==> src/sv/rcr_pkg.sv <==
// Shared types, codes and constants of the rectangle canvas rasterizer.
package rcr_pkg;

  localparam int unsigned MaxColsDef = 256;
  localparam int unsigned MaxRowsDef = 256;

  localparam int unsigned CfgW    = 9;
  localparam int unsigned CfgIdxW = 2;
  localparam int unsigned CharW   = 8;
  localparam int unsigned CoordW  = 24;
  localparam int unsigned CalcW   = 27;
  localparam int unsigned FracBits = 8;
  localparam int unsigned PosW    = 8;

  localparam logic [CfgW-1:0]  WidthReset = 9'd1;
  localparam logic [CfgW-1:0]  HeightReset = 9'd1;
  localparam logic [CharW-1:0] BgReset = 8'd32;

  localparam logic signed [CalcW-1:0] FracOne = 27'sd256;

  // configuration register indexes
  localparam logic [CfgIdxW-1:0] CFG_CANVAS_WIDTH  = 2'd0;
  localparam logic [CfgIdxW-1:0] CFG_CANVAS_HEIGHT = 2'd1;
  localparam logic [CfgIdxW-1:0] CFG_BACKGROUND    = 2'd2;

  // item action codes
  localparam logic [1:0] ACT_CLEAR = 2'd0;
  localparam logic [1:0] ACT_DRAW  = 2'd1;
  localparam logic [1:0] ACT_READ  = 2'd2;

  // result status codes
  localparam logic [1:0] STATUS_DONE    = 2'd0;
  localparam logic [1:0] STATUS_REJECT  = 2'd1;
  localparam logic [1:0] STATUS_IGNORED = 2'd2;

  typedef enum logic [2:0] {
    ST_IDLE,
    ST_CLEAR,
    ST_DRAW,
    ST_READ,
    ST_DONE
  } state_e;

  // closed rectangle edges in 8-fraction-bit fixed point
  typedef struct packed {
    logic signed [CalcW-1:0] left;
    logic signed [CalcW-1:0] right;
    logic signed [CalcW-1:0] top;
    logic signed [CalcW-1:0] bottom;
  } bounds_t;

endpackage

==> src/sv/rcr_cell_classify.sv <==
// Coverage test of one canvas cell against the latched rectangle.
module rcr_cell_classify #(
  parameter int unsigned CW = 8,
  parameter int unsigned RW = 8
) (
  input  logic [CW-1:0]       x_i,
  input  logic [RW-1:0]       y_i,
  input  rcr_pkg::bounds_t    bounds_i,
  input  logic                fill_i,
  output logic                paint_o
);

  logic signed [rcr_pkg::CalcW-1:0] px, py;
  logic signed [rcr_pkg::CalcW-1:0] px_lo, px_hi, py_lo, py_hi;
  logic inside_x, inside_y, band_x, band_y;

  // cell position scaled to fixed point, plus and minus one unit
  assign px = rcr_pkg::CalcW'(signed'({1'b0, x_i, {rcr_pkg::FracBits{1'b0}}}));
  assign py = rcr_pkg::CalcW'(signed'({1'b0, y_i, {rcr_pkg::FracBits{1'b0}}}));
  assign px_lo = px - rcr_pkg::FracOne;
  assign px_hi = px + rcr_pkg::FracOne;
  assign py_lo = py - rcr_pkg::FracOne;
  assign py_hi = py + rcr_pkg::FracOne;

  assign inside_x = (px >= bounds_i.left) && (px <= bounds_i.right);
  assign inside_y = (py >= bounds_i.top) && (py <= bounds_i.bottom);

  // less than one unit from an edge
  assign band_x = (px_lo < bounds_i.left) || (px_hi > bounds_i.right);
  assign band_y = (py_lo < bounds_i.top) || (py_hi > bounds_i.bottom);

  assign paint_o = inside_x && inside_y && (fill_i || band_x || band_y);

endmodule

==> config.mk <==
export PLATFORM = sky130hd
export DESIGN_NAME = rcr_cell_classify
export DESIGN_NICKNAME = d
export VERILOG_FILES = /design/src/sv/rcr_pkg.sv /design/src/sv/rcr_cell_classify.sv
export SDC_FILE = /design/constraint.sdc
export NUM_CORES = 1
export LEC_CHECK = 0
export ABC_CLOCK_PERIOD_IN_PS = 6960
export BUFFER_PORTS_ARGS = -buffer_cell sky130_fd_sc_hd__buf_2
export CORE_MARGIN = 2
export CORE_UTILIZATION = 35
export DETAILED_ROUTE_END_ITERATION = 6
export SLEW_MARGIN = 20
export SYNTH_ARGS = -nofsm -noshare
export SYNTH_HDL_FRONTEND = slang
export SYNTH_SLANG_ARGS = --single-unit
==> constraint.sdc <==
create_clock -name vclk -period 6.96
set_clock_uncertainty 0.2 [all_clocks]
set_input_delay 0 -clock vclk [all_inputs]
set_output_delay 0 -clock vclk [all_outputs]
set_load 0.01 [all_outputs]
==> results of run 1 <==
## worst max-delay path by stage
stage	to	from	cells after the start	slack, ns
6_report	paint_o	x_i[0]	15	3.57
5_1_grt	paint_o	x_i[0]	15	3.28
4_1_cts	paint_o	x_i[0]	15	3.22
3_5_place_dp	paint_o	x_i[0]	15	3.23
3_3_place_gp	paint_o	x_i[0]	15	3.36
2_1_floorplan	paint_o	x_i[2]	13	3.85
## power by group through the flow
stage                     Clock [mW]  Combinational (mW)  Sequential, mW
final                              0               0.165               0
after floorplan                    0              0.0948               0
after global routing               0               0.191               0
after global placement             0               0.162               0
after detailed placement           0               0.166               0
after CTS                          0               0.167               0
## logic make-up (layout without fill, tap and decap cells)
logic type	after synthesis	after routing	share of synthesized area, %
XOR/XNOR	24	24	7.520
AND/OR/NAND/NOR	120	120	24.67
buffers and inverters	66	188	8.863
AO/OA/AOI/OAI	80	80	17.77
adder cells (fa/ha/maj)	92	92	41.18
## tightest hold or removal path, delay by kind of cell
family / cells / cell delay, ns
buffers and inverters: 2 / 0.25
AO/OA/AOI/OAI: 3 / 0.21
## layout by cell type (no fill, tap or decap), drive strengths merged, types with 2 or more instances in the layout
| cell | count |
|---|---|
| nor2b | 2 |
| o31ai | 2 |
| xnor2 | 13 |
| o21ai | 14 |
| and4 | 2 |
| nor3 | 6 |
| nand3 | 19 |
| nand2 | 24 |
| and3 | 6 |
| a221oi | 2 |
| nor2 | 17 |
| nor4 | 18 |
| xor2 | 11 |
| nand4 | 10 |
| o211ai | 2 |
| inv | 62 |
| ha | 92 |
| o311a | 2 |
| nor4b | 2 |
| or4 | 3 |
| buf | 126 |
| a211oi | 2 |
| a21o | 8 |
| or2 | 3 |
| nand4b | 3 |
| a2111oi | 3 |
| a31oi | 2 |
| a21oi | 37 |
## through the flow
step                hold slack [ns]  instance area, um2
floorplan                  -0.04640                2795
global placement             0.2653                3538
detailed placement           0.2580                3543
CTS                          0.2617                3543
global route                 0.3262                3548
finish                       0.2601                3548
## cell type report
cell class	instances	area, um2
repair buffers	126	630.6
fillers	803	4179
inverters	62	232.7
well taps	102	127.6
multi-input cells	316	2557
## metal layers
layer | part of all wire (%) | global-route usage, % | vias up | routed length, um
li1 | - | - | 1643 | -
met1 | 43 | 19.79 | 1355 | 3221
met2 | 50 | 33.81 | 84 | 3743
met3 | 5.0 | 0.8864 | 10 | 372
met4 | 1.8 | 3.676 | 0 | 138
met5 | 0 | 0 | - | 0
==> metrics.yaml, run 1 <==
die:
  num_rows: 32
  core_area_mm2: 0.007727
  die_height_um: 93.37
  die_x_um: 93.37
  ioPinCount: 126
  initial_utilization_pct: 36.17
  dieArea_mm2: 0.008717
sta:
  grt_setup_unrepaired: "false"
  setup_viol: 0
  tightestPinTransition_ns: 0.7155
  setup_ws_ns: 3.571
  hold_viol: 0
  tns_ns: 0
  min_period_over_period_pct: 48.69
  slew_viol_final: 0
  fmax_mhz: 295.1
  fin_crit_ns: 3.389
  relSlewSlack_pct: 52.04
setup_path:
  slowest_delay_ns: 0.54
  worstSetupPathType: "primary input to output pin"
  cp-start-kind: "primary input"
  cpLargestDelayFamily: "simple AND/OR/NAND/NOR gates"
  worst_path_max_delay_cell: "nor3_2"
  path_buf_inv: 3
  path_cells: "buf_2 > inv_1 > ha_1 > nand2_1 > or3_1 > nor3_2 > ha_1 > nand4_1 > nor4_1 > a221oi_1 > o21ai_1 > a31oi_1 > xor2_1 > a41oi_1 > buf_2"
  end_kind: "output pin"
  critPathMaxFanout: 11
  crit_required_ns: 6.76
  arrival_ns: 3.19
finish:
  seq_area_um2: 0
  clockBufferCount: 0
  num-nets-final: 723
  drive_above_1_share_pct: 27.38
  final_cells: 606
  fin_util_pct: 45.92
  seq_cells: 0
  antennaDiodeCount: 0
  areaGrowthSynthToFinish_pct: 26.95
placed_design:
  place_inst: 606
  place_ws_ns: 3.230
  place.gp.congestion: 0.8626
  port_buffers: 126
  dpl.hpwl_mm: 6.846
logic_synthesis:
  synth_top_area_share_pct: 41.18
  syn_nets: 599
  synth.most_common_cell: "ha_1"
  synth.area.top_cells: "ha_1 41%, inv_1 8.3%, a21oi_1 6.6%, xnor2_1 4.1%, xor2_1 3.4%"
  syn_area_per_cell_um2: 7.317
  synth_largest_area_cell: "ha_1"
  yosysWarnings: 0
  ys_seq_area_share_pct: 0
  ys_types: 47
  synth_area_mm2: 0.002795
  synthTopCellsByCount: "92 x ha_1, 62 x inv_1, 37 x a21oi_1, 24 x nand2_1, 18 x nand3_1"
  netlist_instances: 382
pwr:
  switching_power_mw: 0.08701
  p_clk_share_pct: 0
  report.power.total_mw: 0.1652
  internal_power_mw: 0.07816
  pwr-share-seq_pct: 0
  power_density_mw_per_mm2: 46.55
  cellLeakagePower_nw: 2.009
  ir_worst_vdd_mv: 0.02923
  comb_power_share_pct: 100.0
  swShare_pct: 52.68
global_routing:
  antenna_found_initial: 0
  grt_pass1_wl_mm: 12.70
  overflow: 0
  grt_max_degree: 12
  grtUsageTotal_pct: 17.04
  grt_pass1_vias: 3118
drt:
  drt_pre_antenna_iters: 4
  detail_route.vias_per_cell: 5.102
  first_iter_violations: 61
  ant_nets: 0
  vias: 3092
  routed_wl_mm: 7.476
  drcViolationCount: 0
  wl_per_cell_um: 12.34
clock_tree:
  holdBufCountCts: 0
  cts_resized: 0
  cts_setup_buffers: 0
min_path:
  worstHoldStart: "bounds_i[80]"
  min_to: "paint_o"
  hold_path.class: "primary input to output pin"
  whs_path_depth: 5
job:
  maxCapViolCount: 0
run_status:
  status: "finished clean"
Power figures use the tool's default switching activity.
==> run 2, diff against run 1 <==
--- a/config.mk
+++ b/config.mk
@@ -5,7 +5,7 @@
 export SDC_FILE = /design/constraint.sdc
 export NUM_CORES = 1
 export LEC_CHECK = 0
-export ABC_CLOCK_PERIOD_IN_PS = 6960
+export ABC_CLOCK_PERIOD_IN_PS = 2900
 export BUFFER_PORTS_ARGS = -buffer_cell sky130_fd_sc_hd__buf_2
 export CORE_MARGIN = 2
 export CORE_UTILIZATION = 35
==> constraint.sdc (replaced) <==
create_clock -name vclk -period 2.9
set_clock_uncertainty 0.2 [all_clocks]
set_input_delay 0 -clock vclk [all_inputs]
set_output_delay 0 -clock vclk [all_outputs]
set_load 0.01 [all_outputs]
==> run 2 against run 1 <==
Hold slack lost 0.0053 ns. Critical path depth increased by 1. Non-clock buffer count rose by 16. Cell area rose by 7.1%. Via count grew 2.7%. Total power grew to 2.6 times the previous value. Count of clock-buffer cells in the layout unchanged. Routed wire length rose by 3.7%. Global-route usage rose by 0.24 points. Sequential share of layout area unchanged. Sequential cell count unchanged. Largest cell class unchanged.
==> metrics.yaml, run 2 (synthesized netlist as in run 1, its figures left out) <==
run_status:
  status: "finished clean"
global_routing:
  grt_max_degree: 12
  grtUsageTotal_pct: 17.28
  antenna_found_initial: 0
  grt_pass1_vias: 3151
  grt_pass1_wl_mm: 12.88
  overflow: 0
finish:
  drive_above_1_share_pct: 32.88
  areaGrowthSynthToFinish_pct: 35.99
  clockBufferCount: 0
  layout_commonest_cell: "buf_2"
  antennaDiodeCount: 0
  seq_area_um2: 0
  num-nets-final: 739
  final_cell_mix: "124 x buf_2, 89 x ha_1, 60 x inv_1, 33 x a21oi_1, 23 x nand2_1"
  final_cells: 622
  seq_cells: 0
sta:
  tns_ns: 0
  min_period_over_period_pct: 94.93
  setup_viol: 0
  fmax_mhz: 363.2
  fin_crit_ns: 2.753
  slew_viol_final: 0
  relSlewSlack_pct: 70.11
  tightestPinTransition_ns: 0.4371
  hold_viol: 0
die:
  initial_utilization_pct: 36.17
  ioPinCount: 126
  die_height_um: 93.37
  dieArea_mm2: 0.008717
  core_area_mm2: 0.007727
  die_x_um: 93.37
  num_rows: 32
setup_path:
  crit_required_ns: 2.70
  critPathLaunch: "x_i[0]"
  arrival_ns: 2.55
  end_kind: "output pin"
  cp-start-kind: "primary input"
  worstSetupPathType: "primary input to output pin"
  critPathMaxFanout: 6
pwr:
  power_density_mw_per_mm2: 111.4
  ir_worst_vdd_mv: 0.07673
  cellLeakagePower_nw: 2.117
drt:
  ant_nets: 0
  vias: 3174
  drcViolationCount: 0
  first_iter_violations: 56
  wl_per_cell_um: 12.46
  detail_route.vias_per_cell: 5.103
  routed_wl_mm: 7.749
  drt_pre_antenna_iters: 4
job:
  maxCapViolCount: 0
clock_tree:
  holdBufCountCts: 0
placed_design:
  place_inst: 615
  port_buffers: 126
  place.gp.congestion: 0.8253
  dpl.hpwl_mm: 6.973
min_path:
  worstHoldStart: "fill_i"
  hold_path.class: "primary input to output pin"
[run 2: changes by cell type in the layout (fill, tap and decap cells not counted), moves of 3 or more]
cell,previous run,this run
ha_4,0,3
a21oi_1,37,33
buf_6,0,4
ha_1,92,89
buf_4,0,14
a21oi_2,0,4
[run 2: report_power, final]
group	switching [mW]	internal (mW)
Combinational	0.219	0.204
Clock	0	0
Sequential	0	0
[run 2: critical path: stages]
cell and delay, ns:
buf_6 0.09, inv_2 0.06, ha_4 0.14, nand2_4 0.05, or3_4 0.38, nor3_4 0.24
buf_6 0.17, ha_1 0.25, nand2_1 0.13, nor4_2 0.07, a221oi_2 0.21, o21ai_1 0.10
a31oi_1 0.18, xor2_1 0.20, a41oi_2 0.13, buf_2 0.16
[run 2: path summary, 6_finish.rpt]
check | to | slack, ns | depth (start not counted)
max | paint_o | 0.15 | 16
min | paint_o | 0.25 | 4
[run 2: repair_timing]
action | in CTS | in global routing
endpoints found under the setup margin | 0 | 1
setup buffers | 0 | 6
hold endpoints to repair | 0 | 0
resized for setup | 0 | 31
[run 2: area by class of cell]
class | instances | area [um2]
Timing Repair Buffer | 142 | 770.7
Multi-Input combinational cell | 316 | 2668
Inverter | 62 | 235.2
Fill cell | 806 | 3926
Tap cell | 102 | 127.6
[run 2: layer usage]
layer / track usage, % / wire (um) / vias up
li1: - / - / 1676
met1: 20.52 / 3308 / 1402
met2: 34.89 / 3974 / 88
met3: 0.6446 / 387 / 8
met4: 1.716 / 79 / 0
met5: 0 / 0 / -
[run 2: metrics by stage]
stage | util, % | cell area (um2) | worst slack (ns) | hold slack [ns] | total power, mW
3_3_place_gp | 46.73 | 3611 | 0.06738 | 0.2665 | 0.3941
2_1_floorplan | - | 2800 | 0.09316 | -0.04640 | 0.2277
6_report | 49.19 | 3801 | 0.1469 | 0.2549 | 0.4234
3_5_place_dp | 46.73 | 3611 | 0.01274 | 0.2605 | 0.4051
4_1_cts | 46.73 | 3611 | 0.004215 | 0.2661 | 0.4083
5_1_grt | 49.19 | 3801 | -0.008951 | 0.2736 | 0.4875
==> run 3, diff against run 2 <==
--- a/config.mk
+++ b/config.mk
@@ -7,9 +7,12 @@
 export LEC_CHECK = 0
 export ABC_CLOCK_PERIOD_IN_PS = 2900
 export BUFFER_PORTS_ARGS = -buffer_cell sky130_fd_sc_hd__buf_2
+export CELL_PAD_IN_SITES_DETAIL_PLACEMENT = 2
+export CELL_PAD_IN_SITES_GLOBAL_PLACEMENT = 2
 export CORE_MARGIN = 2
-export CORE_UTILIZATION = 35
+export CORE_UTILIZATION = 24
 export DETAILED_ROUTE_END_ITERATION = 6
+export PLACE_DENSITY_LB_ADDON = 0.1
 export SLEW_MARGIN = 20
 export SYNTH_ARGS = -nofsm -noshare
 export SYNTH_HDL_FRONTEND = slang
==> run 3 against run 2 <==
Routed wire length is 35% higher. Via count is 4.2% higher. Die area is 44% higher. Utilization is 15 points lower. Combinational power is 6.4% higher. Critical path depth stayed put. Count of clock-buffer cells in the layout stayed put. Sequential cell count stayed put. Sequential share of layout area stayed put. Largest cell class unchanged. Highest routed layer unchanged.
==> metrics.yaml, run 3 (synthesized netlist as in run 1, its figures left out) <==
die:
  dieArea_mm2: 0.01253
  die_x_um: 111.9
  core_area_mm2: 0.01137
  initial_utilization_pct: 24.58
  die_height_um: 111.9
  ioPinCount: 126
  num_rows: 39
sta:
  fin_crit_ns: 2.790
  grt_setup_unrepaired: "true"
  min_period_over_period_pct: 96.22
  setup_viol: 0
  tns_ns: 0
  holdWs_ns: 0.3108
  relSlewSlack_pct: 72.39
  hold_viol: 0
  slew_viol_final: 0
  fmax_mhz: 358.4
  setup_ws_ns: 0.1097
  tightestPinTransition_ns: 0.4038
setup_path:
  crit_required_ns: 2.70
  worstSetupPathType: "primary input to output pin"
  arrival_ns: 2.59
  critPathMaxFanout: 6
  cp-start-kind: "primary input"
  end_kind: "output pin"
min_path:
  hold_path.class: "primary input to output pin"
  whs_path_depth: 4
finish:
  clockBufferCount: 0
  layout_commonest_cell: "buf_2"
  seq_cells: 0
  seq_area_um2: 0
  fillers: 1373
  num-nets-final: 743
  areaGrowthSynthToFinish_pct: 40.51
  multi_input_area_mm2: 0.002701
  final_cell_mix: "123 x buf_2, 85 x ha_1, 60 x inv_1, 35 x a21oi_1, 22 x nand2_1"
  antennaDiodeCount: 0
  drive_above_1_share_pct: 33.97
drt:
  vias: 3306
  detail_route.vias_per_cell: 4.957
  met2_length_mm: 5.832
  wl_met1_mm: 4.329
  wl_met3_um: 294
  first_iter_violations: 34
  drt_pre_antenna_iters: 4
  drcViolationCount: 0
  ant_nets: 0
  routed_wl_mm: 10.50
  wl_per_cell_um: 15.74
  highest_layer: "met4"
job:
  maxCapViolCount: 0
placed_design:
  place.gp.congestion: 0.7933
  dpl.hpwl_mm: 9.396
  port_buffers: 126
  place_ws_ns: -0.1064
run_status:
  status: "finished clean"
global_routing:
  overflow: 0
  grtUsageTotal_pct: 16.75
  grt_pass1_wl_mm: 17.75
  grt_max_degree: 12
  antenna_found_initial: 0
  grt_pass1_vias: 3757
pwr:
  power_density_mw_per_mm2: 114.6
  ir_worst_vdd_mv: 0.04703
  cellLeakagePower_nw: 2.130
[run 3: cell count changes in the layout (fill, tap and decap cells not counted), moves of 2 or more]
cell / change
a21oi_1: +2
ha_4: +3
ha_1: -4
nand2_2: +2
buf_4: +4
a21oi_2: -2
[run 3: path summary, 6_finish.rpt]
| kind | from | end | slack [ns] |
|---|---|---|---|
| setup / recovery | x_i[0] | paint_o | 0.11 |
| hold / removal | fill_i | paint_o | 0.31 |
[run 3: worst max-delay path: stages]
cell and delay (ns):
buf_8 0.10, inv_6 0.05, ha_4 0.13, nand2_2 0.05, or3_4 0.35, nor3_4 0.19
buf_6 0.20, ha_4 0.16, nand4_1 0.15, nor4_4 0.38, a221oi_2 0.09, o21ai_1 0.10
a31oi_1 0.07, xor2_1 0.16, a41oi_1 0.24, buf_2 0.17
[run 3: per-stage QoR]
stage / instances / utilization, % / power [mW] / area [um2]
2_1_floorplan: 382 / - / 0.2277 / 2800
3_5_place_dp: 659 / 32.41 / 0.4312 / 3685
4_1_cts: 664 / 33.72 / 0.4467 / 3834
5_1_grt: 667 / 34.54 / 0.5214 / 3928
6_report: 667 / 34.54 / 0.4500 / 3928
3_3_place_gp: 659 / 32.41 / 0.4139 / 3685
[run 3: what timing repair did]
item	CTS	global route
hold buffers	0	0
pin swaps	11	12
setup buffers	4	3
gates resized for setup	19	17
setup endpoints to repair	1	1
cloned	1	0
[run 3: area by class of cell]
class	instances	share of cell area [%]
repair buffers	146	20.55
well taps	143	4.556
inverters	62	6.117
multi-input cells	316	68.78
[run 3: power by group]
group / internal, mW / switching [mW] / total [mW]
combinational: 0.212 / 0.238 / 0.450
sequential: 0 / 0 / 0
clock: 0 / 0 / 0
total: 0.212 / 0.238 / 0.450
[run 3: layer usage]
layer | up-vias | global-route usage [%]
li1 | 1679 | -
met1 | 1566 | 19.45
met2 | 59 | 35.27
met3 | 2 | 0.3811
met4 | 0 | 0.4938
met5 | - | 0
