===== src/sv/rcr_pkg.sv =====
// Shared types, codes and constants of the rectangle canvas rasterizer.
package rcr_pkg;

  localparam int unsigned MaxColsDef = 256;
  localparam int unsigned MaxRowsDef = 256;

  localparam int unsigned CfgW    = 9;
  localparam int unsigned CfgIdxW = 2;
  localparam int unsigned CharW   = 8;
  localparam int unsigned CoordW  = 24;
  localparam int unsigned CalcW   = 27;
  localparam int unsigned FracBits = 8;
  localparam int unsigned PosW    = 8;

  localparam logic [CfgW-1:0]  WidthReset = 9'd1;
  localparam logic [CfgW-1:0]  HeightReset = 9'd1;
  localparam logic [CharW-1:0] BgReset = 8'd32;

  localparam logic signed [CalcW-1:0] FracOne = 27'sd256;

  // configuration register indexes
  localparam logic [CfgIdxW-1:0] CFG_CANVAS_WIDTH  = 2'd0;
  localparam logic [CfgIdxW-1:0] CFG_CANVAS_HEIGHT = 2'd1;
  localparam logic [CfgIdxW-1:0] CFG_BACKGROUND    = 2'd2;

  // item action codes
  localparam logic [1:0] ACT_CLEAR = 2'd0;
  localparam logic [1:0] ACT_DRAW  = 2'd1;
  localparam logic [1:0] ACT_READ  = 2'd2;

  // result status codes
  localparam logic [1:0] STATUS_DONE    = 2'd0;
  localparam logic [1:0] STATUS_REJECT  = 2'd1;
  localparam logic [1:0] STATUS_IGNORED = 2'd2;

  typedef enum logic [2:0] {
    ST_IDLE,
    ST_CLEAR,
    ST_DRAW,
    ST_READ,
    ST_DONE
  } state_e;

  // closed rectangle edges in 8-fraction-bit fixed point
  typedef struct packed {
    logic signed [CalcW-1:0] left;
    logic signed [CalcW-1:0] right;
    logic signed [CalcW-1:0] top;
    logic signed [CalcW-1:0] bottom;
  } bounds_t;

endpackage


===== src/sv/rcr_walk_ctrl.sv =====
// Item sequencer: canvas walk, cell read, sticky error and result register.
module rcr_walk_ctrl #(
  parameter int unsigned CW = 8,
  parameter int unsigned RW = 8,
  localparam int unsigned AW = CW + RW
) (
  input  logic                               clk_i,
  input  logic                               rst_ni,
  input  logic                               in_valid_i,
  output logic                               in_stall_o,
  input  logic [1:0]                         action_i,
  input  logic signed [rcr_pkg::CoordW-1:0]  rect_left_i,
  input  logic signed [rcr_pkg::CoordW-1:0]  rect_top_i,
  input  logic signed [rcr_pkg::CoordW-1:0]  rect_span_x_i,
  input  logic signed [rcr_pkg::CoordW-1:0]  rect_span_y_i,
  input  logic                               filled_i,
  input  logic [rcr_pkg::CharW-1:0]          paint_char_i,
  input  logic [rcr_pkg::PosW-1:0]           read_col_i,
  input  logic [rcr_pkg::PosW-1:0]           read_row_i,
  input  logic [CW-1:0]                      last_col_i,
  input  logic [RW-1:0]                      last_row_i,
  input  logic [rcr_pkg::CharW-1:0]          bg_char_i,
  output logic [CW-1:0]                      x_o,
  output logic [RW-1:0]                      y_o,
  output rcr_pkg::bounds_t                   bounds_o,
  output logic                               fill_o,
  input  logic                               paint_i,
  output logic [AW-1:0]                      mem_addr_o,
  output logic                               mem_we_o,
  output logic [rcr_pkg::CharW-1:0]          mem_wdata_o,
  output logic                               mem_re_o,
  input  logic [rcr_pkg::CharW-1:0]          mem_rdata_i,
  output logic                               out_valid_o,
  input  logic                               out_stall_i,
  output logic [rcr_pkg::CharW-1:0]          cell_char_o,
  output logic [1:0]                         status_o
);

  rcr_pkg::state_e state_q, state_d;
  logic [CW-1:0] x_q, x_d;
  logic [RW-1:0] y_q, y_d;
  logic err_q, err_d;
  logic out_valid_q, out_valid_d;
  rcr_pkg::bounds_t bounds_q, bounds_d;
  logic fill_q, fill_d;
  logic [rcr_pkg::CharW-1:0] pchar_q, pchar_d;
  logic [AW-1:0] rd_addr_q, rd_addr_d;
  logic rd_hit_q, rd_hit_d;
  logic [1:0] status_q, status_d;
  logic [rcr_pkg::CharW-1:0] out_char_q, out_char_d;
  logic [1:0] out_status_q, out_status_d;
  logic read_hit;

  assign read_hit = (rcr_pkg::CfgW'(read_col_i) <= rcr_pkg::CfgW'(last_col_i)) &&
                    (rcr_pkg::CfgW'(read_row_i) <= rcr_pkg::CfgW'(last_row_i));

  always_comb begin
    state_d      = state_q;
    x_d          = x_q;
    y_d          = y_q;
    err_d        = err_q;
    bounds_d     = bounds_q;
    fill_d       = fill_q;
    pchar_d      = pchar_q;
    rd_addr_d    = rd_addr_q;
    rd_hit_d     = rd_hit_q;
    status_d     = status_q;
    out_valid_d  = out_valid_q && out_stall_i;
    out_char_d   = out_char_q;
    out_status_d = out_status_q;
    mem_we_o     = 1'b0;
    mem_re_o     = 1'b0;

    unique case (state_q)
      rcr_pkg::ST_IDLE: begin
        if (in_valid_i) begin
          x_d      = '0;
          y_d      = '0;
          rd_hit_d = 1'b0;
          status_d = rcr_pkg::STATUS_DONE;
          state_d  = rcr_pkg::ST_DONE;
          case (action_i)
            rcr_pkg::ACT_CLEAR: begin
              err_d   = 1'b0;
              pchar_d = bg_char_i;
              state_d = rcr_pkg::ST_CLEAR;
            end
            rcr_pkg::ACT_DRAW: begin
              if (err_q) begin
                status_d = rcr_pkg::STATUS_IGNORED;
              end else if (rect_span_x_i[rcr_pkg::CoordW-1] ||
                           rect_span_y_i[rcr_pkg::CoordW-1]) begin
                err_d    = 1'b1;
                status_d = rcr_pkg::STATUS_REJECT;
              end else begin
                bounds_d.left   = rcr_pkg::CalcW'(rect_left_i);
                bounds_d.top    = rcr_pkg::CalcW'(rect_top_i);
                bounds_d.right  = rcr_pkg::CalcW'(rect_left_i) +
                                  rcr_pkg::CalcW'(rect_span_x_i);
                bounds_d.bottom = rcr_pkg::CalcW'(rect_top_i) +
                                  rcr_pkg::CalcW'(rect_span_y_i);
                fill_d  = filled_i;
                pchar_d = paint_char_i;
                state_d = rcr_pkg::ST_DRAW;
              end
            end
            rcr_pkg::ACT_READ: begin
              if (read_hit) begin
                rd_addr_d = {RW'(read_row_i), CW'(read_col_i)};
                rd_hit_d  = 1'b1;
                state_d   = rcr_pkg::ST_READ;
              end
            end
            default: begin
            end
          endcase
        end
      end
      rcr_pkg::ST_CLEAR, rcr_pkg::ST_DRAW: begin
        mem_we_o = (state_q == rcr_pkg::ST_CLEAR) || paint_i;
        if (x_q == last_col_i) begin
          x_d = '0;
          if (y_q == last_row_i) begin
            state_d = rcr_pkg::ST_DONE;
          end else begin
            y_d = y_q + 1'b1;
          end
        end else begin
          x_d = x_q + 1'b1;
        end
      end
      rcr_pkg::ST_READ: begin
        mem_re_o = 1'b1;
        state_d  = rcr_pkg::ST_DONE;
      end
      rcr_pkg::ST_DONE: begin
        // hold until the result register is free
        if (!out_valid_q || !out_stall_i) begin
          out_valid_d  = 1'b1;
          out_char_d   = rd_hit_q ? mem_rdata_i : '0;
          out_status_d = status_q;
          state_d      = rcr_pkg::ST_IDLE;
        end
      end
      default: begin
        state_d = rcr_pkg::ST_IDLE;
      end
    endcase
  end

  always_ff @(posedge clk_i or negedge rst_ni) begin
    if (!rst_ni) begin
      state_q     <= rcr_pkg::ST_IDLE;
      x_q         <= '0;
      y_q         <= '0;
      err_q       <= 1'b0;
      out_valid_q <= 1'b0;
    end else begin
      state_q     <= state_d;
      x_q         <= x_d;
      y_q         <= y_d;
      err_q       <= err_d;
      out_valid_q <= out_valid_d;
    end
  end

  always_ff @(posedge clk_i) begin
    bounds_q     <= bounds_d;
    fill_q       <= fill_d;
    pchar_q      <= pchar_d;
    rd_addr_q    <= rd_addr_d;
    rd_hit_q     <= rd_hit_d;
    status_q     <= status_d;
    out_char_q   <= out_char_d;
    out_status_q <= out_status_d;
  end

  assign in_stall_o  = (state_q != rcr_pkg::ST_IDLE);
  assign x_o         = x_q;
  assign y_o         = y_q;
  assign bounds_o    = bounds_q;
  assign fill_o      = fill_q;
  assign mem_addr_o  = (state_q == rcr_pkg::ST_READ) ? rd_addr_q : {y_q, x_q};
  assign mem_wdata_o = pchar_q;
  assign out_valid_o = out_valid_q;
  assign cell_char_o = out_char_q;
  assign status_o    = out_status_q;

  a_rise_from_done: assert property (@(posedge clk_i) disable iff (!rst_ni)
    $rose(out_valid_q) |-> $past(state_q == rcr_pkg::ST_DONE))
    else $error("result appeared without a finished item");

  a_write_in_walk: assert property (@(posedge clk_i) disable iff (!rst_ni)
    mem_we_o |-> (state_q == rcr_pkg::ST_CLEAR || state_q == rcr_pkg::ST_DRAW))
    else $error("canvas written outside a walk");

  a_walk_in_canvas: assert property (@(posedge clk_i) disable iff (!rst_ni)
    (state_q == rcr_pkg::ST_CLEAR || state_q == rcr_pkg::ST_DRAW) |->
      (x_q <= last_col_i && y_q <= last_row_i))
    else $error("walk left the canvas in use");

  a_no_draw_halted: assert property (@(posedge clk_i) disable iff (!rst_ni)
    (state_q == rcr_pkg::ST_DRAW) |-> !err_q)
    else $error("draw walking while error is sticky");

  a_read_then_done: assert property (@(posedge clk_i) disable iff (!rst_ni)
    (state_q == rcr_pkg::ST_READ) |=> (state_q == rcr_pkg::ST_DONE && rd_hit_q))
    else $error("cell read did not finish next cycle");

endmodule


===== config.mk =====
export PLATFORM = sky130hd
export DESIGN_NAME = rcr_walk_ctrl
export DESIGN_NICKNAME = d
export VERILOG_FILES = /design/src/sv/rcr_pkg.sv /design/src/sv/rcr_walk_ctrl.sv
export SDC_FILE = /design/constraint.sdc
export NUM_CORES = 1
export LEC_CHECK = 0
export ABC_AREA = 1
export BUFFER_PORTS_ARGS = -buffer_cell sky130_fd_sc_hd__buf_2
export CORE_MARGIN = 1.5
export CORE_UTILIZATION = 55
export DETAILED_ROUTE_END_ITERATION = 12
export MAX_ROUTING_LAYER = met4
export PLACE_DENSITY = 0.87
export REMOVE_ABC_BUFFERS = 1
export SYNTH_ARGS = -nofsm -noshare
export SYNTH_HDL_FRONTEND = slang
export SYNTH_SLANG_ARGS = --single-unit

===== constraint.sdc =====
create_clock -name clk_i -period 17.39 [get_ports clk_i]
set_clock_uncertainty 0.15 [all_clocks]
set_input_delay 1.739 -clock clk_i [delete_from_list [all_inputs] [get_ports clk_i]]
set_output_delay 1.739 -clock clk_i [all_outputs]
set_load 0.05 [all_outputs]

==> results of run 1 <==
-- critical path, cell delays in order --
cell and delay [ns]:
buf_2 0.11, inv_1 0.08, nand2_1 0.31, clkinv_1 0.31, nand2_1 0.15, nor2_4 0.51
buf_4 0.88
-- final timing paths --
path                                   from             to  cells past startpoint
worst min register to register  status_q[1]    status_o[1]                      0
worst max register to register   state_q[0]  bounds_o[102]                      6
worst min-delay path            status_q[1]    status_o[1]                      0
max in group asynchronous            rst_ni         y_o[0]                      1
min in group asynchronous            rst_ni         x_o[2]                      1
worst max-delay path            action_i[1]  bounds_o[102]                      7
-- cells by family after synthesis --
family / Yosys count / synth area share (%)
xor+xnor: 46 / 4.42
mux: 3 / 0.370
flops: 157 / 50.5
simple gates: 447 / 20.7
fa+ha+maj: 68 / 9.49
compound gates: 133 / 8.19
buf+inv: 136 / 6.27
-- flip-flops by register name, summed over array words and instances (netlist names) --
name	count
mem_wdata_o	8
state_q	3
x_o	8
out_valid_o	1
status_q	2
cell_char_o	8
status_o	2
y_o	8
err_q	1
rd_hit_q	1
fill_o	1
rd_addr_q	16
bounds_o	98
-- cell type report --
class | instances | share of cell area (%)
inverters | 117 | 3.84
multi-input cells | 697 | 34.3
flip-flops and latches | 157 | 40.1
diodes | 7 | 0.152
well taps | 216 | 2.35
clock buffers | 18 | 3.73
clock inverters | 13 | 1.24
repair buffers | 325 | 14.2
-- synthesized netlist by cell type (all sizes together) --
cell type	count
nand2	280
edfxtp	136
inv	116
nor2	82
ha	66
a21oi	58
o21ai	56
nand3	50
xor2	26
dfrtp	21
xnor2	20
buf	14
nor3	11
nand4	9
a21o	7
nor4	7
clkbuf	5
a31oi	3
mux2	3
o21bai	3
or2	3
a211oi	2
and3b	2
fa	2
nand3b	2
o21a	2
o31ai	2
and3	1
clkinv	1
-- routing by layer --
metal	GRT usage [%]	part of all wire, %	vias up
met5	-	0	-
met4	13.5	3.3	0
met3	4.42	6.8	64
met2	50.1	50	427
met1	36.5	40	3801
li1	-	-	3984
-- power by group through the flow --
stage / clock [mW] / combinational (mW) / sequential, mW
after floorplan: 0 / 0.200 / 0.526
after global placement: 0 / 0.347 / 0.470
after detailed placement: 0 / 0.354 / 0.471
after CTS: 0.368 / 0.356 / 0.463
after global routing: 0.381 / 0.390 / 0.466
final: 0.366 / 0.358 / 0.463
-- metrics by stage --
step	instance area [um2]	setup WS [ns]	util (%)	std cells
2_1_floorplan	8990	10.28	-	971
3_3_place_gp	10900	12.74	67.9	1512
3_5_place_dp	10900	12.65	67.9	1512
4_1_cts	11500	13.11	71.5	1543
5_1_grt	11500	12.83	71.6	1550
6_report	11500	13.11	71.6	1550
==> out/metrics.yaml, run 1 <==
syn-cell-area_um2: 9120
fp.dieArea_um2: 17400
status: "finished clean"
cts.repair.resized: 0
pwr-share-clk_pct: 30.8
reg2reg_setup_slack_ns: 14.41
grt_max_degree: 80
post-dp-hpwl_um: 19900
htree_levels: 4
synthTopCellsByArea: "edfxtp_1 (45%), nand2_1 (11%), ha_1 (9.1%), dfrtp_1 (5.8%), inv_1 (4.7%)"
switching_power_mw: 0.431
regArea_um2: 4610
power_leakage_nw: 5.61
io_pins: 323
layout_common_cells: "buf_2 (322), nand2_1 (277), edfxtp_1 (136), inv_1 (115), nor2_1 (77)"
nets: 1543
first_global_vias: 7882
clkTransAtPathRegs_ns: 0.07
min_period_ns: 4.28
clk_latency_ns: 0.43
tritoncts: "done"
cts_hold_buffers: 0
cp.arrival_ns: 4.18
worst_pin_slew_ns: 1.02
gp_congestion: 0.930
fin_setup_tns_ns: 0
swShare_pct: 36.3
vias_per_cell: 5.34
rsz0062_at_grt: "no"
totalWireLength_um: 25200
hp-class: "flip-flop to flip-flop"
die_h_um: 132
antenna_found_initial: 7
startpoint_type: "primary input"
hold_viol: 0
period_share_pct: 24.6
yosysTopAreaCellShare_pct: 44.8
rows: 46
multi_input_area_um2: 3950
finalSetupViolations: 0
route.detailed.drc: 0
drtIter0Drc: 691
crit_fanout: 79
fp.dieW_um: 132
drv_cap: 0
grt.total_usage_pct: 30.1
p_comb_share_pct: 30.2
p_per_area_nw_per_um2: 103
grt_pass1_wl_um: 39800
coreArea_um2: 16100
pwr-share-seq_pct: 39.0
synth_cell_type_count: 40
fmax_mhz: 233
gr-total-overflow: 0
post_cts_buffers: 0
max_slew_margin_pct: 31.7
synth_warnings: 0
netlist_instances: 990
drt-pass1-iter-count: 6
critPathCaptureType: "flip-flop"
cts_buffers: 17
max-vdd-ir-drop_uv: 66.4
yosys.area.top_type: "edfxtp_1"
internal-power_mw: 0.757
final_layout_size_suffix_gt1_share_pct: 28.6
ys_ff_latch: 157
avgRoutedWirePerCell_um: 16.2
initial_core_util_pct: 56.8
mostFrequentLayoutCell: "buf_2"
cp.required_ns: 17.29
ys_seq_area_share_pct: 50.5
slew_viol_final: 0
ctsRootBufferMaster: "clkbuf_16"
cts_num_sinks: 157
hold_slack_ns: 0.339
avgSynthCellArea_um2: 9.21
drtAntennaViolNets: 0
io_buffers: 322
vias: 8276
path_class: "primary input to flip-flop"
p_total_mw: 1.19
fillers: 1213
area_growth_pct: 26.0
clock_path_buffers: 2
Note: power is estimated with default switching activity, not from simulation.
==> inputs of run 2 (changes only) <==
--- a/config.mk
+++ b/config.mk
@@ -5,13 +5,13 @@
 export SDC_FILE = /design/constraint.sdc
 export NUM_CORES = 1
 export LEC_CHECK = 0
-export ABC_AREA = 1
+export ABC_AREA = 0
 export BUFFER_PORTS_ARGS = -buffer_cell sky130_fd_sc_hd__buf_2
 export CORE_MARGIN = 1.5
-export CORE_UTILIZATION = 55
+export CORE_UTILIZATION = 45
 export DETAILED_ROUTE_END_ITERATION = 12
 export MAX_ROUTING_LAYER = met4
-export PLACE_DENSITY = 0.87
+export PLACE_DENSITY = 0.77
 export REMOVE_ABC_BUFFERS = 1
 export SYNTH_ARGS = -nofsm -noshare
 export SYNTH_HDL_FRONTEND = slang
==> constraint.sdc (replaced) <==
create_clock -name clk_i -period 3.45 [get_ports clk_i]
set_clock_uncertainty 0.15 [all_clocks]
set_input_delay 0.345 -clock clk_i [delete_from_list [all_inputs] [get_ports clk_i]]
set_output_delay 0.345 -clock clk_i [all_outputs]
set_load 0.05 [all_outputs]
==> run 2 against run 1 <==
Effect of this change: critical path depth grew 5; core utilization shrank 8.5 points; die area rose by 17%; final area rose by 3.7%; clock power rose to 5.1 times the previous value; synthesized cell count down 19%; register-to-register slack lost 13 ns; worst hold slack worse by 0.33 ns; critical path type unchanged; sequential power rose to 5.1 times the previous value; combinational power increased to 4.8 times the previous value; largest power group unchanged; non-clock buffer count rose by 71; sequential share of layout area decreased by 1.4 points.
==> out/metrics.yaml, run 2 <==
cp.required_ns: 3.46
path_class: "primary input to flip-flop"
multi_input_area_um2: 3860
cts_num_sinks: 157
startpoint_type: "primary input"
antenna_found_initial: 3
yosys.area.top_type: "edfxtp_1"
ys_seq_area_share_pct: 52.6
place_area_um2: 10700
slew_viol_final: 0
drtIter0Drc: 505
route.detailed.drc: 0
clk_latency_ns: 0.41
hp-class: "primary input to flip-flop"
worst_pin_slew_ns: 1.02
vias: 7588
regArea_um2: 4610
grt_max_degree: 33
fp.dieW_um: 143
gp_congestion: 0.896
final_layout_size_suffix_gt1_share_pct: 32.2
fin_setup_tns_ns: 0
drtAntennaViolNets: 0
vias_per_cell: 5.20
cts_buffers: 17
fillers: 1540
tritoncts: "done"
ctsRootBufferMaster: "clkbuf_16"
p_per_area_nw_per_um2: 500
area_growth_pct: 35.9
gr-total-overflow: 0
power_leakage_nw: 5.32
die_h_um: 143
post-place-ws_ns: 0.542
fmax_mhz: 323
status: "finished clean"
synth_most_common_cell: "edfxtp_1"
yosysTopAreaCellShare_pct: 46.6
cts.repair.resized: 0
nets: 1413
io_buffers: 322
max_slew_margin_pct: 31.8
fin_util_pct: 63.1
synth_cell_type_count: 65
clock_path_buffers: 2
cts_hold_buffers: 64
drt-pass1-iter-count: 7
synthTopCellsByArea: "edfxtp_1 (47%), ha_1 (9.4%), dfrtp_1 (6.0%), nand2_1 (4.5%), xnor2_1 (4.0%)"
design_area_um2: 11900
min_period_ns: 3.10
post_cts_buffers: 0
synth_warnings: 0
first_global_vias: 7335
synth-edff-count: 136
fin_ws_ns: 0.354
htree_levels: 4
hold_viol: 0
io_pins: 323
max-vdd-ir-drop_uv: 328
avgSynthCellArea_um2: 11.0
clkTransAtPathRegs_ns: 0.07
synth_common_cells: "edfxtp_1 (136), nand2_1 (105), ha_1 (66)"
crit_fanout: 5
ys_ff_latch: 157
mostFrequentLayoutCell: "buf_2"
layout_common_cells: "buf_2 (322), edfxtp_1 (136), nand2_1 (105), ha_1 (66), dlygate4sd3_1 (64)"
initial_core_util_pct: 46.4
critPathCaptureType: "flip-flop"
coreArea_um2: 18900
drv_cap: 0
grt_pass1_wl_um: 37100
synthFlopType: "edfxtp_1"
syn-cell-area_um2: 8770
grt.total_usage_pct: 24.3
largest_reg_flops: 98
cp.arrival_ns: 3.10
rsz0062_at_grt: "no"
totalWireLength_um: 24300
avgRoutedWirePerCell_um: 16.6
finalSetupViolations: 0
synthArstFlopShare_pct: 13.4
netlist_instances: 797
post-dp-hpwl_um: 18100
period_share_pct: 89.7
rows: 50
fp.dieArea_um2: 20300
run 2: power breakdown:
part           total, mW  switching, mW  internal [mW]
registers           2.35         0.0998           2.25
logic               1.73           1.15          0.574
clock network       1.88          0.798           1.08
total               5.95           2.05           3.90
run 2: kinds of logic after synthesis:
| kind of cell | count (synthesis) | synth area share, % |
|---|---|---|
| AOI/OAI and AO/OA | 185 | 14.4 |
| xor gates and xnor gates | 63 | 6.29 |
| adders and majority gates | 68 | 9.87 |
| buffers and inverters | 70 | 3.47 |
| DFF | 157 | 52.6 |
| and+or+nand+nor | 254 | 13.4 |
run 2: area by class of cell:
cell class / instances / area share (%)
antenna: 3 / 0.0630
clock inverter: 14 / 1.34
timing repair buffer: 396 / 19.8
clock buffer: 17 / 3.57
sequential: 157 / 38.7
multi-input combinational: 570 / 32.4
inverter: 43 / 1.35
tap: 260 / 2.73
run 2: stage by stage:
stage	total power [mW]	hold slack (ns)	std cells
after global routing	6.24	0.000533	1460
after CTS	5.99	0.000889	1457
after floorplan	3.57	-0.101	770
after global placement	4.00	0.182	1362
after detailed placement	4.04	0.190	1362
final	5.95	0.0125	1460
run 2: worst paths after layout:
path	from	to	slack, ns	depth (start not counted)
min in group asynchronous	rst_ni	x_o[0]	0.30	2
worst min-delay path	rect_top_i[22]	bounds_o[49]	0.01	1
max in group asynchronous	rst_ni	x_o[5]	2.50	2
worst max-delay path	rect_top_i[0]	bounds_o[22]	0.35	12
worst min register to register	status_q[1]	status_o[1]	0.29	0
worst max register to register	state_q[1]	bounds_o[94]	1.10	4
run 2: critical path, stage by stage:
cell and delay (ns):
dlygate4sd3_1 0.52, buf_2 0.13, ha_1 0.23, inv_1 0.08, fa_1 0.21, and2b_4 0.21
o31ai_2 0.40, a21oi_2 0.15, a211oi_2 0.20, o221ai_1 0.20, a211oi_2 0.32, xnor2_1 0.10
run 2: routing by layer:
layer	GRT usage (%)	vias up	part of all wire, %
met2	40.9	284	51
met4	9.06	0	3.0
met1	28.6	3562	40
met5	-	-	0
met3	5.30	49	5.6
li1	-	3693	-
==> inputs of run 3 (changes only) <==
--- a/config.mk
+++ b/config.mk
@@ -8,10 +8,10 @@
 export ABC_AREA = 0
 export BUFFER_PORTS_ARGS = -buffer_cell sky130_fd_sc_hd__buf_2
 export CORE_MARGIN = 1.5
-export CORE_UTILIZATION = 45
+export CORE_UTILIZATION = 54
 export DETAILED_ROUTE_END_ITERATION = 12
 export MAX_ROUTING_LAYER = met4
-export PLACE_DENSITY = 0.77
+export PLACE_DENSITY = 0.86
 export REMOVE_ABC_BUFFERS = 1
 export SYNTH_ARGS = -nofsm -noshare
 export SYNTH_HDL_FRONTEND = slang
==> constraint.sdc (replaced) <==
create_clock -name clk_i -period 3.6 [get_ports clk_i]
set_clock_uncertainty 0.15 [all_clocks]
set_input_delay 0.36 -clock clk_i [delete_from_list [all_inputs] [get_ports clk_i]]
set_output_delay 0.36 -clock clk_i [all_outputs]
set_load 0.05 [all_outputs]
==> run 3 against run 2 <==
Effect of this change: first-iteration DRC count is 51% higher; non-clock buffer count is 5 lower; critical endpoint unchanged; core utilization is 11 points higher.
==> out/metrics.yaml, run 3 (synthesis results as in run 2) <==
gp_congestion: 0.911
grt_pass1_wl_um: 37300
startpoint_type: "primary input"
fp.dieW_um: 130
tritoncts: "done"
path_class: "primary input to flip-flop"
regToRegEndpoint: "state_q[1]"
rows: 46
final_layout_size_suffix_gt1_share_pct: 32.0
reg2reg_setup_slack_ns: 1.28
cts_buffers: 17
min_from: "rect_top_i[16]"
fin_util_pct: 74.4
clk_latency_ns: 0.43
io_buffers: 322
crit_top_cell: "a211oi_2"
critPathCaptureType: "flip-flop"
mostFrequentLayoutCell: "buf_2"
rr_startpoint: "x_o[6]"
max-vdd-ir-drop_uv: 369
fillers: 1010
post-place-ws_ns: 0.680
rsz0062_at_grt: "no"
dp.cells: 1315
min_period_ns: 3.13
hold_slack_ns: 0.00593
hold_viol: 0
io_pins: 323
fin_setup_tns_ns: 0
cts_num_sinks: 157
r2r_cells: 7
drt-pass1-iter-count: 7
cp.arrival_ns: 3.16
die_h_um: 130
avgRoutedWirePerCell_um: 17.9
drtAntennaViolNets: 0
fin_ws_ns: 0.474
htree_levels: 4
drtIter0Drc: 763
holdPathStages: 1
fp.dieArea_um2: 17000
clock_path_buffers: 2
p_total_mw: 5.75
layout_common_cells: "buf_2 (322), edfxtp_1 (136), nand2_1 (105), ha_1 (66), dlygate4sd3_1 (62)"
nets: 1408
hold_path_end: "bounds_o[43]"
design_area_um2: 11800
multi_input_area_um2: 3860
initial_core_util_pct: 55.2
crit_fanout: 5
coreArea_um2: 15900
ctsRootBufferMaster: "clkbuf_16"
period_share_pct: 86.8
clkTransAtPathRegs_ns: 0.06
max_stage_delay_ns: 0.55
fin_cells: 1415
cpMaxStageDelayCell: "dlygate4sd3_1"
grt.total_usage_pct: 29.9
largest_reg_flops: 98
regArea_um2: 4610
totalWireLength_um: 25300
area_growth_pct: 34.7
finalSetupViolations: 0
fmax_mhz: 320
slew_viol_final: 0
drv_cap: 0
place_area_um2: 10600
gr-total-overflow: 0
hp-class: "primary input to flip-flop"
grt_max_degree: 74
antenna_found_initial: 6
vias: 7895
power_leakage_nw: 5.29
post-dp-hpwl_um: 17700
max_slew_margin_pct: 34.5
status: "finished clean"
worst_pin_slew_ns: 0.983
critical_path.cell_chain: "dlygate4sd3_1 -> buf_2 -> ha_1 -> inv_1 -> fa_1 -> and2b_4 -> o31ai_2 -> a21oi_2 -> a211oi_2 -> o221ai_1 -> a211oi_2 -> xnor2_1"
route.detailed.drc: 0
first_global_vias: 7477
cp.required_ns: 3.63
p_per_area_nw_per_um2: 487
vias_per_cell: 5.58
run 3: cell count changes in the layout (fill, tap and decap cells not counted):
cell	previous run	this run
diode_2	3	7
inv_6	4	1
buf_12	3	1
dlygate4sd3_1	64	62
buf_4	7	6
bufinv_16	2	3
clkbuf_1	0	1
clkinv_1	1	2
clkinv_2	2	1
clkinv_4	2	3
clkinvlp_4	2	3
inv_8	2	1
run 3: cell type report:
| type | instances | area share (%) |
|---|---|---|
| flip-flops and latches | 157 | 39.0 |
| multi-input cells | 570 | 32.7 |
| inverters | 43 | 1.37 |
| repair buffers | 391 | 19.4 |
| diodes | 7 | 0.148 |
| well taps | 216 | 2.29 |
| clock buffers | 18 | 3.63 |
| clock inverters | 13 | 1.42 |
run 3: critical path, delay by kind of cell:
family / cells / cell delay (ns)
AO/OA/AOI/OAI: 5 / 1.28
buffers and inverters: 3 / 0.78
adder cells (fa/ha/maj): 2 / 0.44
AND/OR/NAND/NOR: 1 / 0.20
XOR/XNOR: 1 / 0.09
run 3: worst max-delay path by stage:
stage | to | slack (ns) | from
2_1_floorplan | bounds_o[0] | -2.09 | state_q[1]
3_3_place_gp | bounds_o[22] | 0.76 | rect_top_i[0]
3_5_place_dp | bounds_o[22] | 0.68 | rect_top_i[0]
4_1_cts | bounds_o[22] | 0.54 | rect_top_i[0]
5_1_grt | bounds_o[22] | 0.28 | rect_top_i[0]
6_report | bounds_o[22] | 0.47 | rect_top_i[0]
run 3: routing by layer:
metal | vias to the layer above | track usage (%) | wire length [um]
met4 | 0 | 18.7 | 1370
met1 | 3649 | 32.8 | 9360
met3 | 102 | 7.00 | 1830
li1 | 3682 | - | -
met5 | - | - | 0
met2 | 462 | 49.3 | 12800
run 3: report_power, final:
| part | switching, mW | internal, mW |
|---|---|---|
| Combinational | 1.12 | 0.546 |
| Sequential | 0.0991 | 2.16 |
| Clock | 0.739 | 1.09 |
run 3: timing repair:
action,CTS,global route
hold buffers,62,0
hold endpoints to repair,82,0
setup buffers,0,0
gates resized for setup,0,0
